===== src/rtl/core/bpa_pkg.sv =====
// Shared constants, types and codes for the bitmap page allocator.
package bpa_pkg;

    localparam int MAX_PAGES  = 4096;
    localparam int PAGE_BYTES = 4096;
    localparam int PAGE_SHIFT = $clog2(PAGE_BYTES);

    // Bitmap is held as words; MAX_PAGES is a multiple of WORD_BITS.
    localparam int WORD_BITS = 32;
    localparam int BIT_W     = $clog2(WORD_BITS);
    localparam int NUM_WORDS = MAX_PAGES / WORD_BITS;
    localparam int ROW_W     = $clog2(NUM_WORDS);
    localparam int PAGE_W    = $clog2(MAX_PAGES);

    // Field widths fixed by the interface.
    localparam int CNT_W     = 13;
    localparam int POOL_W    = 13;
    localparam int ADDR_W    = 32;
    localparam int START_W   = 12;
    localparam int CFG_IDX_W = 1;
    localparam int POOL_RESET = 4096;

    // Page counts and limits, and the running free-run length.
    localparam int SPAN_W = (PAGE_W + 1 > CNT_W) ? PAGE_W + 1 : CNT_W;
    localparam int RUN_W  = SPAN_W + 1;

    typedef enum logic [CFG_IDX_W-1:0] {
        REG_BASE_ADDRESS = CFG_IDX_W'(0),
        REG_POOL_PAGES   = CFG_IDX_W'(1)
    } cfg_reg_t;

    typedef enum logic [2:0] {
        ST_IDLE,
        ST_SCAN,
        ST_MARK_RD,
        ST_MARK_FIRST,
        ST_MARK_MID,
        ST_RESULT
    } seq_state_t;

    // One bitmap word to examine, with the scan context.
    typedef struct packed {
        logic [WORD_BITS-1:0] used;
        logic [SPAN_W-1:0]    rem;    // pages of the pool from this word's base
        logic [RUN_W-1:0]     carry;  // free run ending just below this word
        logic [SPAN_W-1:0]    cnt;
    } scan_req_t;

    typedef struct packed {
        logic             hit;
        logic [BIT_W-1:0] pos;        // bit where the first fitting run ends
        logic [RUN_W-1:0] carry_next;
    } scan_rsp_t;

    typedef struct packed {
        logic              granted;
        logic [PAGE_W-1:0] start;
    } alloc_res_t;

endpackage


===== src/rtl/core/bpa_word_unit.sv =====
// Word evaluator: finds the first fitting free run ending in one bitmap word.
module bpa_word_unit (
    input  bpa_pkg::scan_req_t req,
    output bpa_pkg::scan_rsp_t rsp
);

    localparam int WB = bpa_pkg::WORD_BITS;

    logic [WB-1:0]                lim_mask;
    logic [WB-1:0]                free_bits;
    logic [WB-1:0]                pre;
    logic [WB-1:0]                thresh;
    logic [WB-1:0]                int_hit;
    logic [WB-1:0]                acc;
    logic [WB-1:0]                hits;
    logic [WB-1:0]                pwin [bpa_pkg::BIT_W+1];
    logic [bpa_pkg::RUN_W-1:0]    need;
    logic [bpa_pkg::BIT_W-1:0]    low_hit;
    logic [bpa_pkg::BIT_W-1:0]    top_used;
    logic                         any_used;

    always_comb
    begin
        // pages at or beyond the pool limit count as used
        if (req.rem >= bpa_pkg::SPAN_W'(WB))
        begin
            lim_mask = '1;
        end
        else
        begin
            lim_mask = ~({WB{1'b1}} << req.rem[bpa_pkg::BIT_W-1:0]);
        end
        free_bits = ~req.used & lim_mask;

        // run continuing from below: bits 0..j all free and long enough
        need = bpa_pkg::RUN_W'(req.cnt) - req.carry;
        for (int j = 0; j < WB; j++)
        begin
            pre[j]    = &(free_bits | ({WB{1'b1}} << (j + 1)));
            thresh[j] = (bpa_pkg::RUN_W'(j + 1) >= need);
        end

        // runs wholly inside the word: windows of power-of-two length,
        // then composed to the requested length by shift and AND
        pwin[0] = free_bits;
        for (int k = 0; k < bpa_pkg::BIT_W; k++)
        begin
            pwin[k+1] = pwin[k] & (pwin[k] << (1 << k));
        end
        acc = '1;
        for (int k = 0; k <= bpa_pkg::BIT_W; k++)
        begin
            if (req.cnt[k])
            begin
                acc = acc & (pwin[k] << (req.cnt & bpa_pkg::SPAN_W'((1 << k) - 1)));
            end
        end
        int_hit = (req.cnt <= bpa_pkg::SPAN_W'(WB)) ? acc : '0;

        hits = (pre & thresh) | int_hit;

        low_hit = '0;
        for (int j = WB - 1; j >= 0; j--)
        begin
            if (hits[j])
            begin
                low_hit = bpa_pkg::BIT_W'(j);
            end
        end

        any_used = 1'b0;
        top_used = '0;
        for (int j = 0; j < WB; j++)
        begin
            if (!free_bits[j])
            begin
                top_used = bpa_pkg::BIT_W'(j);
                any_used = 1'b1;
            end
        end

        rsp.hit = |hits;
        rsp.pos = low_hit;
        if (any_used)
        begin
            rsp.carry_next = bpa_pkg::RUN_W'(bpa_pkg::BIT_W'(WB - 1) - top_used);
        end
        else
        begin
            rsp.carry_next = req.carry + bpa_pkg::RUN_W'(WB);
        end
    end

endmodule


===== config.mk =====
export PLATFORM = sky130hd
export DESIGN_NAME = bpa_word_unit
export DESIGN_NICKNAME = d
export VERILOG_FILES = /design/src/rtl/core/bpa_pkg.sv /design/src/rtl/core/bpa_word_unit.sv
export SDC_FILE = /design/constraint.sdc
export NUM_CORES = 1
export LEC_CHECK = 0
export ABC_AREA = 1
export BUFFER_PORTS_ARGS = -buffer_cell sky130_fd_sc_hd__buf_2
export CORE_AREA = 2 2 131 133
export DETAILED_ROUTE_END_ITERATION = 8
export DIE_AREA = 0 0 133 135
export GPL_ROUTABILITY_DRIVEN = 0
export MAX_ROUTING_LAYER = met4
export SETUP_SLACK_MARGIN = 0.5
export SLEW_MARGIN = 20
export SYNTH_ARGS = -nofsm -noshare
export SYNTH_HDL_FRONTEND = slang
export SYNTH_SLANG_ARGS = --single-unit

===== constraint.sdc =====
create_clock -name vclk -period 4.9
set_input_delay 0.245 -clock vclk [all_inputs]
set_output_delay 0.245 -clock vclk [all_outputs]
set_load 0.01 [all_outputs]

==> results.json, run 1 <==
{
  "cts_hold_buffers": 0,
  "numPortBuffers": 92,
  "rows": 47,
  "syn2layout_area_growth_pct": 21.3,
  "clkPwrFrac_pct": 0,
  "synth_largest_area_cell": "nand2_1",
  "synth_fp_nets": 1384,
  "synthTopCellsByCount": "365 x nand2_1, 162 x nor2_1, 156 x inv_1, 130 x nand3_1, 78 x o21ai_0",
  "layout-drive-gt1-share_pct": 25.8,
  "cp_slowest_cell": "fa_2",
  "timing.final.hold_violations": 0,
  "fmax_ghz": 0.230,
  "antenna_left": 0,
  "core_area_um2": 16400,
  "vias": 9156,
  "netlist.area_leader.share_pct": 21.0,
  "seq_cells": 0,
  "synth_area_um2": 6510,
  "firstDrtPassIters": 7,
  "cp_common_cell": "nand2_1",
  "p_int_w": 0.000186,
  "cp.required_ns": 4.66,
  "p_switching_w": 0.000411,
  "critical_path_class": "primary input to primary output",
  "max_stage_delay_ns": 0.41,
  "hp-class": "primary input to primary output",
  "slew_viol_final": 0,
  "grt_max_degree": 64,
  "crit_family": "simple AND/OR/NAND/NOR gates",
  "wl_mm": 27.3,
  "power.share.sequential_pct": 0,
  "final-seq-area_um2": 0,
  "power_per_cell_area_nw_per_um2": 75.6,
  "start_kind": "primary input",
  "post-route-util_pct": 48.1,
  "grt_overflow_total": 0,
  "io_pins": 92,
  "yosysMostFrequentCell": "nand2_1",
  "synthCells": 1297,
  "post_drt_wl_per_cell_um": 16.9,
  "finalNetCount": 1482,
  "die_width_um": 133,
  "synth.area.top_cells": "nand2_1 21%, nand3_1 10%, nor2_1 9.3%",
  "min_period_over_period_pct": 88.8,
  "antenna_cells": 0,
  "first_iter_violations": 1281,
  "die_height_um": 135,
  "outcome": "finished, final reports clean",
  "ir_drop_mv": 0.0610,
  "yosys_warnings": 0,
  "grt_usage_pct": 29.6,
  "period_minus_slack_ns": 4.35,
  "avgSynthCellArea_um2": 5.02,
  "rsz0062_at_grt": "true",
  "grt_pass1_vias": 8343,
  "crit_fanout": 5,
  "drc": 0,
  "fin_tns_setup_ns": 0,
  "tightestPinTransition_ns": 0.774,
  "cp.arrival_ns": 4.11,
  "p_leak_nw": 3.92,
  "grt_pass1_wl_mm": 42.6,
  "maxSlewHeadroom_pct": 48.4,
  "ys_types": 68,
  "setup_viol": 0,
  "start_util_pct": 39.7,
  "crit_buf_inv": 5,
  "grt_antenna_before_repair": 0,
  "dp_hpwl_mm": 21.2,
  "end_kind": "primary output",
  "seq_area_frac_synth_pct": 0,
  "die_area_um2": 18000,
  "power_frac_comb_pct": 100.0,
  "via_per_inst": 5.68,
  "swShare_pct": 68.9,
  "n_clock_buffer": 0,
  "drv_cap": 0
}
-- power groups by stage --
stage | Combinational, W | Clock, W | Sequential [W]
after floorplan | 0.000376 | 0 | 0
after global placement | 0.000520 | 0 | 0
after detailed placement | 0.000519 | 0 | 0
after CTS | 0.000525 | 0 | 0
after global routing | 0.000651 | 0 | 0
final | 0.000597 | 0 | 0
-- per-layer routing --
metal / part of all wire, % / vias to the layer above / GRT usage [%]
li1: - / 4452 / -
met1: 42 / 4003 / 39.8
met2: 43 / 615 / 46.7
met3: 11 / 86 / 3.45
met4: 3.3 / 0 / 8.66
met5: 0 / - / -
-- cell type report --
type / count / area [um^2]
fillers: 1839 / 8510
well taps: 220 / 275
inverters: 177 / 677
multi-input cells: 1075 / 6050
repair buffers: 141 / 901
-- worst paths after layout --
kind,start,end,slack (ns),cells after the start
max,req[0],rsp[14],0.55,47
min,req[18],rsp[5],0.76,3
-- cells in the final DEF (no fill, tap or decap), types with 17 or more instances in the layout --
master and count:
nor2_4 24, nor2_1 150, buf_2 88, o22ai_1 20, buf_4 43, o21ai_0 74, nand3_1 119, inv_2 20
a21oi_1 50, nand2_2 59, inv_1 152, nand2_4 34, nand2_1 328, nor2_2 21, nor3_1 17
-- per-stage QoR --
step | instance area (um^2) | power (W) | std cells | hold WS, ns | worst slack, ns
2_1_floorplan | 6570 | 0.000376 | 1297 | 0.538 | 0.511
3_3_place_gp | 7160 | 0.000520 | 1580 | 0.756 | 0.441
3_5_place_dp | 7160 | 0.000519 | 1580 | 0.757 | 0.389
4_1_cts | 7200 | 0.000525 | 1585 | 0.759 | 0.505
5_1_grt | 7900 | 0.000651 | 1613 | 0.767 | 0.140
6_report | 7900 | 0.000597 | 1613 | 0.758 | 0.549
-- timing repair --
item,4_1_cts,5_1_grt
pin swaps,5,59
setup buffers,5,25
gates cloned,0,3
gates resized for setup,3,122
endpoints found under the setup margin,1,3
-- kinds of logic after synthesis --
family	after synthesis	share of synthesized area (%)
simple gates	810	59.3
compound gates	238	22.0
buf+inv	222	13.9
fa+ha+maj	15	3.00
xor+xnor	11	1.48
mux	1	0.346
Note: power is estimated with default switching activity, not from simulation.
==> run 2: changes to the inputs <==
CAP_MARGIN = 20   (was not set)
MAX_ROUTING_LAYER = not set   (was met4)
==> run 2 against run 1 <==
Combinational power decreased by 1%. Worst hold slack unchanged. Routed wire length decreased by 1.5%. Global-route usage decreased by 0.85 points.
==> results.json, run 2 (synthesized netlist as in run 1, its figures left out) <==
{
  "min_period_over_period_pct": 88.5,
  "cp.required_ns": 4.66,
  "final-seq-area_um2": 0,
  "core_area_um2": 16400,
  "max_stage_delay_ns": 0.41,
  "io_pins": 92,
  "layout_commonest_cell": "nand2_1",
  "cp.arrival_ns": 4.09,
  "antenna_cells": 0,
  "start_kind": "primary input",
  "die_height_um": 135,
  "syn2layout_area_growth_pct": 19.4,
  "power_w": 0.000589,
  "crit_path_end": "rsp[14]",
  "final_cell_mix": "331 x nand2_1, 152 x inv_1, 151 x nor2_1",
  "wl_mm": 26.9,
  "timing.final.hold_violations": 0,
  "via_per_inst": 5.67,
  "dp_hpwl_mm": 21.2,
  "die_area_um2": 18000,
  "first_iter_violations": 1342,
  "cp_common_cell": "nand2_1",
  "crit_fanout": 5,
  "critPathLaunch": "req[0]",
  "antenna_left": 0,
  "rows": 47,
  "post_drt_wl_per_cell_um": 16.8,
  "setup_viol": 0,
  "period_minus_slack_ns": 4.34,
  "slew_viol_final": 0,
  "n_clock_buffer": 0,
  "start_util_pct": 39.7,
  "ir_drop_mv": 0.0610,
  "drc": 0,
  "cp_slowest_cell": "fa_2",
  "hp-class": "primary input to primary output",
  "firstDrtPassIters": 6,
  "fin_tns_setup_ns": 0,
  "fmax_ghz": 0.231,
  "end_kind": "primary output",
  "grt_overflow_total": 0,
  "rsz0062_at_grt": "true",
  "vias": 9096,
  "power_per_cell_area_nw_per_um2": 75.8,
  "numPortBuffers": 92,
  "layout-drive-gt1-share_pct": 24.8,
  "die_width_um": 133,
  "grt_pass1_vias": 8366,
  "drv_cap": 0,
  "grt_usage_pct": 28.7,
  "outcome": "finished, final reports clean",
  "critical_path_class": "primary input to primary output",
  "p_leak_nw": 3.84,
  "tightestPinTransition_ns": 0.743,
  "seq_cells": 0,
  "maxSlewHeadroom_pct": 50.5,
  "finalNetCount": 1473,
  "grt_max_degree": 64,
  "grt_pass1_wl_mm": 42.6,
  "grt_antenna_before_repair": 0
}
run 2: power by group:
group	total [W]	switching (W)	internal [W]
Combinational	0.000589	0.000406	0.000183
Sequential	0	0	0
Clock	0	0	0
run 2: per-stage QoR:
stage	utilization, %	std cells	hold WS, ns	area [um^2]	setup slack [ns]
after detailed placement	43.6	1580	0.757	7160	0.389
after global placement	43.6	1580	0.756	7160	0.441
after CTS	43.9	1585	0.759	7200	0.505
final	47.4	1604	0.758	7770	0.562
after floorplan	-	1297	0.538	6570	0.511
after global routing	47.4	1604	0.767	7770	0.140
run 2: area by class of cell:
class	instances	area [um^2]
tap	220	275
fill	1851	8630
timing repair buffer	132	833
multi-input combinational	1075	5990
inverter	177	674
run 2: worst min-delay path by stage:
| stage | start | depth (start not counted) | slack, ns | endpoint |
|---|---|---|---|---|
| final | req[18] | 3 | 0.76 | rsp[5] |
| after floorplan | req[18] | 1 | 0.54 | rsp[5] |
| after global placement | req[18] | 3 | 0.76 | rsp[5] |
| after detailed placement | req[18] | 3 | 0.76 | rsp[5] |
| after global routing | req[18] | 3 | 0.77 | rsp[5] |
| after CTS | req[18] | 3 | 0.76 | rsp[5] |
run 2: per-layer routing:
| layer | track usage (%) | up-vias | part of all wire [%] |
|---|---|---|---|
| li1 | - | 4446 | - |
| met1 | 39.6 | 4006 | 43 |
| met2 | 46.7 | 560 | 43 |
| met3 | 3.64 | 84 | 11 |
| met4 | 8.78 | 0 | 3.2 |
| met5 | 0 | - | 0 |
run 2: critical path: cells and delay by family:
kind / cells / cell delay [ns]
simple gates: 35 / 2.25
buf+inv: 5 / 0.43
compound gates: 5 / 0.62
fa+ha+maj: 2 / 0.55
run 2: what timing repair did:
item                                    4_1_cts  5_1_grt
pin swaps                                     5       52
gates cloned                                  0        3
hold buffers                                  0        0
gates resized for setup                       3      107
endpoints found under the setup margin        1        3
buffers inserted                              5       16
