===== src/rtl/core/bpa_pkg.sv =====
// Shared constants, types and codes for the bitmap page allocator.
package bpa_pkg;

    localparam int MAX_PAGES  = 4096;
    localparam int PAGE_BYTES = 4096;
    localparam int PAGE_SHIFT = $clog2(PAGE_BYTES);

    // Bitmap is held as words; MAX_PAGES is a multiple of WORD_BITS.
    localparam int WORD_BITS = 32;
    localparam int BIT_W     = $clog2(WORD_BITS);
    localparam int NUM_WORDS = MAX_PAGES / WORD_BITS;
    localparam int ROW_W     = $clog2(NUM_WORDS);
    localparam int PAGE_W    = $clog2(MAX_PAGES);

    // Field widths fixed by the interface.
    localparam int CNT_W     = 13;
    localparam int POOL_W    = 13;
    localparam int ADDR_W    = 32;
    localparam int START_W   = 12;
    localparam int CFG_IDX_W = 1;
    localparam int POOL_RESET = 4096;

    // Page counts and limits, and the running free-run length.
    localparam int SPAN_W = (PAGE_W + 1 > CNT_W) ? PAGE_W + 1 : CNT_W;
    localparam int RUN_W  = SPAN_W + 1;

    typedef enum logic [CFG_IDX_W-1:0] {
        REG_BASE_ADDRESS = CFG_IDX_W'(0),
        REG_POOL_PAGES   = CFG_IDX_W'(1)
    } cfg_reg_t;

    typedef enum logic [2:0] {
        ST_IDLE,
        ST_SCAN,
        ST_MARK_RD,
        ST_MARK_FIRST,
        ST_MARK_MID,
        ST_RESULT
    } seq_state_t;

    // One bitmap word to examine, with the scan context.
    typedef struct packed {
        logic [WORD_BITS-1:0] used;
        logic [SPAN_W-1:0]    rem;    // pages of the pool from this word's base
        logic [RUN_W-1:0]     carry;  // free run ending just below this word
        logic [SPAN_W-1:0]    cnt;
    } scan_req_t;

    typedef struct packed {
        logic             hit;
        logic [BIT_W-1:0] pos;        // bit where the first fitting run ends
        logic [RUN_W-1:0] carry_next;
    } scan_rsp_t;

    typedef struct packed {
        logic              granted;
        logic [PAGE_W-1:0] start;
    } alloc_res_t;

endpackage


===== src/rtl/core/bpa_seq.sv =====
// Sequencer: word scan over the bitmap RAM, run marking and result hand-off.
module bpa_seq (
    input  logic                                clk,
    input  logic                                rst_n,
    input  logic                                in_valid,
    output logic                                in_ready,
    input  logic [bpa_pkg::CNT_W-1:0]           page_count,
    input  logic [bpa_pkg::POOL_W-1:0]          pool_pages,
    output logic                                res_valid,
    input  logic                                res_take,
    output bpa_pkg::alloc_res_t                 res,
    output logic                                ram_we,
    output logic [bpa_pkg::ROW_W-1:0]           ram_waddr,
    output logic [bpa_pkg::WORD_BITS-1:0]       ram_wdata,
    output logic                                ram_re,
    output logic [bpa_pkg::ROW_W-1:0]           ram_raddr,
    input  logic [bpa_pkg::WORD_BITS-1:0]       ram_rdata,
    output bpa_pkg::scan_req_t                  unit_req,
    input  bpa_pkg::scan_rsp_t                  unit_rsp
);

    localparam int WB    = bpa_pkg::WORD_BITS;
    localparam int BW    = bpa_pkg::BIT_W;
    localparam int RW    = bpa_pkg::ROW_W;
    localparam int PW    = bpa_pkg::PAGE_W;
    localparam int SW    = bpa_pkg::SPAN_W;

    bpa_pkg::seq_state_t state_reg, state_next;

    logic [SW-1:0]          cnt_reg;
    logic [SW-1:0]          lim_reg;
    logic [RW-1:0]          last_row_reg;
    logic [RW-1:0]          issue_row_reg;
    logic                   issue_done_reg;
    logic                   pend_reg;
    logic [RW-1:0]          eval_row_reg;
    logic [bpa_pkg::RUN_W-1:0] carry_reg;
    logic [PW-1:0]          start_reg;
    logic [PW-1:0]          end_reg;
    logic [WB-1:0]          last_word_reg;
    logic [RW-1:0]          row_reg;
    logic                   granted_reg;
    logic [bpa_pkg::NUM_WORDS-1:0] row_vld_reg;
    logic                   rd_vld_reg;

    logic [SW-1:0]          pool_ext;
    logic [SW-1:0]          lim_in;
    logic [SW-1:0]          cnt_in;
    logic [SW-1:0]          lim_m1;
    logic                   reject;
    logic [WB-1:0]          rd_used;
    logic [PW-1:0]          hit_end;
    logic [SW-1:0]          hit_start;
    logic [RW-1:0]          start_row;
    logic [RW-1:0]          end_row;
    logic [BW-1:0]          start_bit;
    logic [BW-1:0]          end_bit;
    logic [PW-1:0]          eval_base;

    function automatic logic [WB-1:0] bit_range(input logic [BW-1:0] lo,
                                                input logic [BW-1:0] hi);
        logic [WB-1:0] m;
        m = ({WB{1'b1}} << lo) & ({WB{1'b1}} >> (BW'(WB - 1) - hi));
        return m;
    endfunction

    // request decode
    always_comb
    begin
        pool_ext = SW'(pool_pages);
        lim_in   = (pool_ext > SW'(bpa_pkg::MAX_PAGES)) ? SW'(bpa_pkg::MAX_PAGES) : pool_ext;
        cnt_in   = SW'(page_count);
        reject   = (cnt_in == '0) || (cnt_in > lim_in);
        lim_m1   = lim_in - SW'(1);
    end

    // scan datapath
    always_comb
    begin
        rd_used   = rd_vld_reg ? ram_rdata : '0;
        eval_base = {eval_row_reg, {BW{1'b0}}};
        unit_req.used  = rd_used;
        unit_req.rem   = lim_reg - SW'(eval_base);
        unit_req.carry = carry_reg;
        unit_req.cnt   = cnt_reg;
        hit_end   = {eval_row_reg, unit_rsp.pos};
        hit_start = SW'(hit_end) + SW'(1) - cnt_reg;
        start_row = start_reg[PW-1 -: RW];
        start_bit = start_reg[BW-1:0];
        end_row   = end_reg[PW-1 -: RW];
        end_bit   = end_reg[BW-1:0];
    end

    // next state
    always_comb
    begin
        state_next = state_reg;
        unique case (state_reg)
            bpa_pkg::ST_IDLE:
            begin
                if (in_valid)
                begin
                    state_next = reject ? bpa_pkg::ST_RESULT : bpa_pkg::ST_SCAN;
                end
            end
            bpa_pkg::ST_SCAN:
            begin
                if (pend_reg && unit_rsp.hit)
                begin
                    state_next = bpa_pkg::ST_MARK_RD;
                end
                else if (pend_reg && (eval_row_reg == last_row_reg))
                begin
                    state_next = bpa_pkg::ST_RESULT;
                end
            end
            bpa_pkg::ST_MARK_RD:
            begin
                state_next = bpa_pkg::ST_MARK_FIRST;
            end
            bpa_pkg::ST_MARK_FIRST:
            begin
                state_next = (start_row == end_row) ? bpa_pkg::ST_RESULT
                                                    : bpa_pkg::ST_MARK_MID;
            end
            bpa_pkg::ST_MARK_MID:
            begin
                if (row_reg == end_row)
                begin
                    state_next = bpa_pkg::ST_RESULT;
                end
            end
            bpa_pkg::ST_RESULT:
            begin
                if (res_take)
                begin
                    state_next = bpa_pkg::ST_IDLE;
                end
            end
            default:
            begin
                state_next = bpa_pkg::ST_IDLE;
            end
        endcase
    end

    // outputs and RAM control
    always_comb
    begin
        in_ready  = 1'b0;
        res_valid = 1'b0;
        ram_re    = 1'b0;
        ram_raddr = issue_row_reg;
        ram_we    = 1'b0;
        ram_waddr = row_reg;
        ram_wdata = '1;
        unique case (state_reg)
            bpa_pkg::ST_IDLE:
            begin
                in_ready = 1'b1;
            end
            bpa_pkg::ST_SCAN:
            begin
                ram_re = !issue_done_reg;
            end
            bpa_pkg::ST_MARK_RD:
            begin
                ram_re    = 1'b1;
                ram_raddr = start_row;
            end
            bpa_pkg::ST_MARK_FIRST:
            begin
                ram_we    = 1'b1;
                ram_waddr = start_row;
                ram_wdata = rd_used | bit_range(start_bit,
                                                (start_row == end_row) ? end_bit : '1);
            end
            bpa_pkg::ST_MARK_MID:
            begin
                // inner words were free: all ones; end row ORs in run bits
                ram_we    = 1'b1;
                ram_waddr = row_reg;
                if (row_reg == end_row)
                begin
                    ram_wdata = last_word_reg | bit_range('0, end_bit);
                end
            end
            bpa_pkg::ST_RESULT:
            begin
                res_valid = 1'b1;
            end
            default:
            begin
                in_ready = 1'b0;
            end
        endcase
        res.granted = granted_reg;
        res.start   = granted_reg ? start_reg : '0;
    end

    // control state
    always_ff @(posedge clk or negedge rst_n)
    begin
        if (!rst_n)
        begin
            state_reg      <= bpa_pkg::ST_IDLE;
            issue_done_reg <= 1'b0;
            pend_reg       <= 1'b0;
            row_vld_reg    <= '0;
            rd_vld_reg     <= 1'b0;
        end
        else
        begin
            state_reg <= state_next;
            pend_reg  <= ram_re && (state_reg == bpa_pkg::ST_SCAN)
                         && (state_next == bpa_pkg::ST_SCAN);
            if (state_reg == bpa_pkg::ST_IDLE)
            begin
                issue_done_reg <= 1'b0;
            end
            else if (ram_re && (state_reg == bpa_pkg::ST_SCAN)
                     && (issue_row_reg == last_row_reg))
            begin
                issue_done_reg <= 1'b1;
            end
            if (ram_we)
            begin
                row_vld_reg[ram_waddr] <= 1'b1;
            end
            if (ram_re)
            begin
                rd_vld_reg <= row_vld_reg[ram_raddr];
            end
        end
    end

    // datapath registers
    always_ff @(posedge clk)
    begin
        unique case (state_reg)
            bpa_pkg::ST_IDLE:
            begin
                if (in_valid)
                begin
                    cnt_reg       <= cnt_in;
                    lim_reg       <= lim_in;
                    last_row_reg  <= lim_m1[BW +: RW];
                    issue_row_reg <= '0;
                    carry_reg     <= '0;
                    granted_reg   <= 1'b0;
                end
            end
            bpa_pkg::ST_SCAN:
            begin
                if (ram_re)
                begin
                    issue_row_reg <= issue_row_reg + RW'(1);
                    eval_row_reg  <= issue_row_reg;
                end
                if (pend_reg)
                begin
                    carry_reg <= unit_rsp.carry_next;
                    if (unit_rsp.hit)
                    begin
                        start_reg     <= hit_start[PW-1:0];
                        end_reg       <= hit_end;
                        last_word_reg <= rd_used;
                        granted_reg   <= 1'b1;
                    end
                end
            end
            bpa_pkg::ST_MARK_FIRST:
            begin
                row_reg <= start_row + RW'(1);
            end
            bpa_pkg::ST_MARK_MID:
            begin
                row_reg <= row_reg + RW'(1);
            end
            bpa_pkg::ST_MARK_RD, bpa_pkg::ST_RESULT:
            begin
                row_reg <= row_reg;
            end
            default:
            begin
                row_reg <= row_reg;
            end
        endcase
    end

endmodule

===== config.mk =====
export PLATFORM = sky130hd
export DESIGN_NAME = bpa_seq
export DESIGN_NICKNAME = d
export VERILOG_FILES = /design/src/rtl/core/bpa_pkg.sv /design/src/rtl/core/bpa_seq.sv
export SDC_FILE = /design/constraint.sdc
export NUM_CORES = 1
export LEC_CHECK = 0
export BUFFER_PORTS_ARGS = -buffer_cell sky130_fd_sc_hd__buf_2
export CORE_MARGIN = 5
export CORE_UTILIZATION = 30
export CTS_BUF_LIST = sky130_fd_sc_hd__clkbuf_8
export DETAILED_ROUTE_END_ITERATION = 6
export PLACE_DENSITY = 0.53
export SLEW_MARGIN = 10
export SYNTH_ARGS = -nofsm -noshare
export SYNTH_HDL_FRONTEND = slang
export SYNTH_SLANG_ARGS = --single-unit

===== constraint.sdc =====
create_clock -name clk -period 3.3 [get_ports clk]
set_clock_uncertainty 0.05 [all_clocks]
set_input_delay 0.165 -clock clk [delete_from_list [all_inputs] [get_ports clk]]
set_output_delay 0.165 -clock clk [all_outputs]
set_load 0.02 [all_outputs]

==> results of run 1 <==
==> cells in the final DEF, fill, tap and decap left out, drive strengths merged, types with 4 or more instances in the layout <==
cell / n
buf: 272
nand2: 165
dfrtp: 134
edfxtp: 124
inv: 94
o21bai: 88
dlygate4sd3: 79
a21oi: 72
nor2: 72
and2: 68
clkbuf: 56
nand3: 46
a21o: 46
ha: 43
o21ai: 37
mux2i: 37
nor3: 36
xnor2: 34
xor2: 18
a31oi: 17
a32oi: 11
a211oi: 11
nand4: 10
a22oi: 10
clkinv: 10
nor2b: 9
a221oi: 8
nor4: 8
nand2b: 7
o21a: 7
or3: 5
o211ai: 4
or2: 4
==> routing by layer <==
layer / track usage / vias up / routed length [um]
met5: 0 / - / 0
met4: 0.05727 / 0 / 1265
met3: 0.03244 / 80 / 2324
met2: 0.2819 / 322 / 20450
met1: 0.2216 / 5483 / 18500
li1: - / 5308 / -
==> power by group through the flow <==
stage / registers (mW) / logic (mW) / clock network (mW)
finish: 5.32 / 6.22 / 3.02
floorplan: 5.22 / 4.03 / 0
global route: 5.45 / 6.84 / 3.29
global placement: 5.36 / 6.10 / 0
CTS: 5.33 / 6.28 / 3.13
detailed placement: 5.38 / 6.16 / 0
==> worst register-to-register path, stage by stage, from the launching register on <==
cell	delay (ns)
dfrtp_1	0.42
or3b_1	0.61
mux2i_4	0.43
inv_1	0.26
nor2_1	0.22
buf_4	0.19
a32oi_1	0.06
a31oi_1	0.12
o21ai_0	0.16
a32oi_1	0.24
a41oi_1	0.13
==> kinds of logic after synthesis <==
kind of cell / synth area share
xor gates and xnor gates: 0.03386
AOI/OAI and AO/OA: 0.1653
muxes: 0.03293
DFF: 0.5262
buffers and inverters: 0.04428
and+or+nand+nor: 0.1544
adders and majority gates: 0.04298
==> area by class of cell <==
class	count	share of cell area
clock buffers	56	0.04472
inverters	77	0.01677
flip-flops and latches	258	0.4106
multi-input cells	905	0.3385
repair buffers	351	0.1370
well taps	592	0.04297
clock inverters	29	0.009509
==> what timing repair did <==
action                                 4_1_cts  5_1_grt
hold buffers                                79        0
endpoints found under the hold margin      150        0
buffers inserted                             0        5
setup endpoints to repair                    3        8
gates resized for setup                      1        3
==> path summary, 6_finish.rpt <==
check | cells past startpoint | slack [ns] | to | from
min | 4 | 0.06 | pend_reg | res_take
max reg2reg | 10 | 0.25 | rd_vld_reg | state_reg[2]
min in group asynchronous | 2 | 0.18 | row_vld_reg[72] | rst_n
max | 15 | 0.22 | pend_reg | pool_pages[5]
min reg2reg | 1 | 0.40 | row_vld_reg[126] | row_vld_reg[126]
max in group asynchronous | 3 | 2.18 | row_vld_reg[46] | rst_n
==> synthesized netlist by cell type, types with 4 or more instances <==
master	number	share of area
dfrtp_1	134	0.25
o21a_1	7	0.0039
nor4_1	8	0.0037
o21ai_0	35	0.013
edfxtp_1	124	0.28
o211ai_1	4	0.0022
buf_4	9	0.0050
clkbuf_1	42	0.012
a31oi_1	17	0.0079
nand2_1	165	0.046
a21o_1	46	0.026
or3_1	5	0.0023
nor2_1	71	0.020
a32oi_1	11	0.0072
a211oi_1	11	0.0061
nand3_1	46	0.017
o21bai_1	88	0.049
nor2b_1	9	0.0042
a22oi_1	10	0.0056
mux2i_4	4	0.0067
and2_1	68	0.032
xnor2_1	34	0.022
mux2i_1	33	0.025
buf_2	8	0.0030
nor3_1	35	0.013
inv_1	75	0.021
ha_1	43	0.040
nand2b_1	7	0.0033
xor2_1	18	0.012
a21oi_1	72	0.027
nand4_1	10	0.0047
a221oi_1	8	0.0052
==> stage by stage <==
| stage | setup slack, ns | setup TNS (ns) | hold slack (ns) | instance area (um2) |
|---|---|---|---|---|
| 5_1_grt | 0.02365 | 0 | 0.05415 | 17240 |
| 2_1_floorplan | -0.2334 | -0.4511 | -0.1806 | 13490 |
| 4_1_cts | 0.05289 | 0 | 0.003863 | 17190 |
| 3_5_place_dp | -0.3683 | -0.7233 | 0.2899 | 15460 |
| 6_report | 0.2175 | 0 | 0.05725 | 17240 |
| 3_3_place_gp | -0.3297 | -0.6522 | 0.2894 | 15460 |
==> flow_summary_export.csv, run 1 <==
group,metric,value,unit
synthesis,synthFlopType,"dfrtp_1",
layout,multi_input_area,0.005834,mm2
floorplanning,start_util,0.3035,
layout,largest_reg_flops,128,
floorplanning,die_h,221.7,um
drt,num_vias,11190,
global_route,grt_pass1_wl,66660,um
sta,slew_violations,0,
setup_path,slowest_delay,0.52,ns
floorplanning,row_count,77,
setup_path,crit_arrival,3.58,ns
clocking,clock_sinks,258,
floorplanning,fp.dieW,221.7,um
layout,seq_area,0.007077,mm2
sta,slew_headroom,0.2954,
layout,synthToLayoutAreaGrowth,28.16,%
sta,fmax,324.4,MHz
floorplanning,ioPinCount,217,
setup_path,slowest_stage,"dlygate4sd3_1",
status,status,"finished clean",
setup_path,critPathLaunchType,"input port",
sta,fin_crit,3.083,ns
clocking,cts_buffer_depth,3,
setup_path,worstSetupEndpointType,"register",
synthesis,avgSynthCellArea,10.31,um2
floorplanning,core_area,0.04432,mm2
global_route,antenna_found_initial,0,
clocking,clkLatencyLatePin,0.61,ns
power,pwr-share-seq,0.365,
synthesis,ys_seq_area_frac,0.5262,
drt,drc_errors,0,
sta,finalCritPeriodShare,0.9341,
global_route,grt_max_degree,64,
synthesis,synth_area,0.01345,mm2
sta,rsz0062_at_grt,"false",
synthesis,synth_cell_types,62,
placement,place_inst,2099,
synthesis,synth_nets,1431,
synthesis,synth_edf_count,124,
sta,setup_viol,0,
drt,postRouteAntennaNets,0,
power,power.switching,6.013,mW
clocking,path_clk_slew,0.06,ns
power,total_leakage_power,7.796,nW
power,ir_drop,0.0008179,V
power,pwr-share-comb,0.427,
setup_path,path_buf_inv,2,
sta,hold_violations,0,
global_route,grt_overflow,0,
power,swShare,0.4128,
setup_path,worstPathMaxFanout,3,
clocking,h-tree-depth,2,
hold_path,hold_class,"in2reg",
layout,nFillCells,4470,
global_route,grt_pass1_vias,11410,
power,p_int,8.553,mW
synthesis,async_reset_ff_frac,0.5194,
floorplanning,die_area,0.04916,mm2
job,maxCapViolations,0,
drt,vias_per_cell,4.935,
setup_path,cp_cell_sequence,"dlygate4sd3_1 -> buf_2 -> or3_4 -> or3_4 -> or2_1 -> o41ai_4 -> nand2_1 -> ha_1 -> o21a_1 -> o21a_1 -> o21a_1 -> o21ai_1 -> nand2b_1 -> a211oi_2 -> o211a_1",
layout,post-route-util,0.3889,
clocking,cts_tree,"yes",
placement,globalplace.congestion,0.8216,
layout,antenna_cells,0,
setup_path,crit_family,"compound AO/OA/AOI/OAI gates",
layout,fin_cells,2268,
setup_path,required,3.80,ns
power,clkPwrFrac,0.208,
power,fin_total_pwr,14.57,mW
drt,drt_wl_total,42540,um
power,power.density,845.1,mW/mm2
clocking,cts_buffers,47,
layout,nNetsFinal,1767,
synthesis,syn_inst,1304,
setup_path,crit_top_cell,"o21a_1",
drt,drt-pass1-iter-count,5,
clocking,root_buffer,"clkbuf_8",
layout,layout-drive-gt1-share,0.2142,
global_route,grt_use_total,0.1690,
synthesis,ys_warn_count,0,
sta,worstMarginPinSlew,1.046,ns
placement,place_hpwl,29790,um
drt,routedWlPerCell,18.76,um
placement,io_buffer_count,216,
drt,drt-initial-drc-count,635,
setup_path,crit_type,"in2reg",
synthesis,ys_seq_elements,258,
No activity file was read; power rests on OpenSTA's default activity.
==> run 2: changes to the inputs <==
Settings changed: CORE_UTILIZATION 30 to 50, CTS_CLUSTER_DIAMETER from default to 100, PLACE_DENSITY 0.53 to 0.77.
==> run 2 against run 1 <==
  * Flip-flop and latch count unchanged
  * Core utilization grew 23 points
  * Register-to-register slack got worse by 0.03 ns
  * Critical path type unchanged
  * Largest power group unchanged
  * Highest routed layer unchanged
==> flow_summary_export.csv, run 2 (synthesis results as in run 1) <==
group,metric,value,unit
placement,placed_cell_area,0.01510,mm2
layout,synthToLayoutAreaGrowth,23.78,%
power,p_int,8.236,mW
power,swShare,0.4157,
setup_path,crit_type,"in2reg",
layout,multi_input_area,0.005826,mm2
floorplanning,start_util,0.5032,
drt,drc_errors,0,
power,pwr-share-comb,0.433,
floorplanning,core_area,0.02673,mm2
setup_path,slowest_stage,"dlygate4sd3_1",
sta,hold-worst-slack,0.02453,ns
power,total_leakage_power,7.683,nW
sta,worstMarginPinSlew,1.025,ns
setup_path,slowest_delay,0.55,ns
global_route,antenna_found_initial,0,
sta,finalCritPeriodShare,0.9574,
placement,io_buffer_count,216,
global_route,grt_overflow,0,
setup_path,worstSetupEndpointType,"register",
sta,setup_viol,0,
clocking,cts_buffer_depth,3,
sta,hold_violations,0,
layout,layout-drive-gt1-share,0.2065,
drt,num_vias,11580,
sta,rsz0062_at_grt,"false",
setup_path,required,3.73,ns
layout,final_area,0.01665,mm2
global_route,grt_use_total,0.2591,
hold_path,hold_class,"in2reg",
power,power.density,846.6,mW/mm2
floorplanning,die_h,174.0,um
setup_path,r2r_cells,13,
setup_path,crit_top_cell,"o21a_1",
setup_path,critPathLaunchType,"input port",
sta,fmax,316.5,MHz
drt,drt_wl_total,39860,um
sta,fin_crit,3.159,ns
drt,wl_met1,15760,um
setup_path,crit_path_end,"pend_reg",
power,clkPwrFrac,0.185,
status,status,"finished clean",
drt,drt-pass1-iter-count,6,
layout,layout_common_cells,"buf_2, nand2_1, dfrtp_1, edfxtp_1, inv_1",
layout,largest_reg_flops,128,
global_route,grt_pass1_vias,11800,
global_route,grt_pass1_wl,63760,um
setup_path,rr_startpoint,"cnt_reg[1]",
placement,place_hpwl,26730,um
floorplanning,ioPinCount,217,
clocking,clkLatencyLatePin,0.55,ns
drt,dr_wl_met3,3210,um
drt,routedWlPerCell,19.96,um
sta,slew_headroom,0.3096,
drt,postRouteAntennaNets,0,
floorplanning,fp.dieW,174.0,um
clocking,cts_buffers,44,
clocking,path_clk_slew,0.06,ns
layout,nNetsFinal,1753,
power,ir_drop,0.0007413,V
job,maxCapViolations,0,
layout,nFillCells,2168,
layout,antenna_cells,0,
setup_path,r2r_slack,0.22,ns
clocking,clock_sinks,258,
setup_path,worstPathMaxFanout,3,
setup_path,crit_start,"pool_pages[5]",
power,pwr-share-seq,0.382,
drt,wl_met2,19380,um
setup_path,crit_arrival,3.59,ns
global_route,grt_max_degree,72,
setup_path,r2r_end,"start_reg[11]",
layout,final_common_cell,"buf_2",
layout,seq_area,0.007077,mm2
placement,globalplace.congestion,0.9312,
clocking,root_buffer,"clkbuf_8",
clocking,h-tree-depth,2,
floorplanning,row_count,60,
drt,dr.max_layer_used,"met4",
drt,drt-initial-drc-count,995,
floorplanning,die_area,0.03028,mm2
sta,slew_violations,0,
clocking,cts_tree,"yes",
drt,vias_per_cell,5.797,
setup_path,cp_cell_sequence,"dlygate4sd3_1 -> buf_2 -> or3_4 -> or3_4 -> or2_1 -> o41ai_4 -> nand2_1 -> ha_1 -> o21a_1 -> o21a_1 -> o21a_1 -> o21ai_1 -> nand2b_1 -> a211oi_2 -> o211a_1",
power,power.switching,5.858,mW
==> run 2: cell count changes in the layout (fill, tap and decap cells not counted), moves of 2 or more <==
cell / change
buf_4: -4
buf_12: -2
inv_1: +5
dlygate4sd3_1: -4
clkinv_1: -4
clkbuf_8: -7
==> run 2: worst min path at each step <==
stage,startpoint,to,slack (ns),cells after the start
floorplan,rst_n,issue_done_reg,-0.18,0
global placement,rst_n,row_vld_reg[80],0.29,1
detailed placement,rst_n,row_vld_reg[80],0.29,1
CTS,pool_pages[4],lim_reg[4],0.004,4
global route,pool_pages[4],lim_reg[4],0.04,4
finish,pool_pages[4],last_row_reg[0],0.02,3
==> run 2: what timing repair did <==
item / CTS / global route
hold buffers: 75 / 0
endpoints found under the hold margin: 151 / 0
setup endpoints to repair: 0 / 6
buffers inserted: 0 / 1
gates resized for setup: 0 / 3
==> run 2: through the flow <==
stage	util	TNS (ns)	cells	setup slack [ns]	power [mW]
after CTS	0.6226	0	1996	0.1380	14.07
after global placement	0.5649	-0.6166	1845	-0.3144	11.14
after floorplan	-	-0.4511	1304	-0.2334	9.245
after detailed placement	0.5649	-0.7801	1845	-0.3908	11.33
after global routing	0.6229	0	1997	0.009944	14.96
final	0.6229	0	1997	0.1406	14.09
==> run 2: cell type report <==
class / count / share of cell area
clock buffers: 49 / 0.04051
clock inverters: 27 / 0.006915
flip-flops and latches: 258 / 0.4251
multi-input cells: 905 / 0.3499
repair buffers: 340 / 0.1345
well taps: 341 / 0.02563
inverters: 77 / 0.01736
==> run 2: critical path: cells and delay by family <==
family | cells | cell delay [ns]
buf+inv | 2 | 0.70
simple gates | 5 | 1.19
compound gates | 7 | 1.23
fa+ha+maj | 1 | 0.32
==> run 2: per-layer routing <==
metal	vias up	track usage
met5	-	0
met4	0	0.09997
met3	128	0.05589
met2	559	0.4333
met1	5618	0.3319
li1	5271	-
==> run 2: power groups by stage <==
| stage | sequential (mW) | combinational (mW) | clock (mW) |
|---|---|---|---|
| 4_1_cts | 5.35 | 6.05 | 2.67 |
| 2_1_floorplan | 5.22 | 4.03 | 0 |
| 3_5_place_dp | 5.39 | 5.94 | 0 |
| 5_1_grt | 5.49 | 6.64 | 2.84 |
| 6_report | 5.38 | 6.10 | 2.61 |
| 3_3_place_gp | 5.36 | 5.79 | 0 |
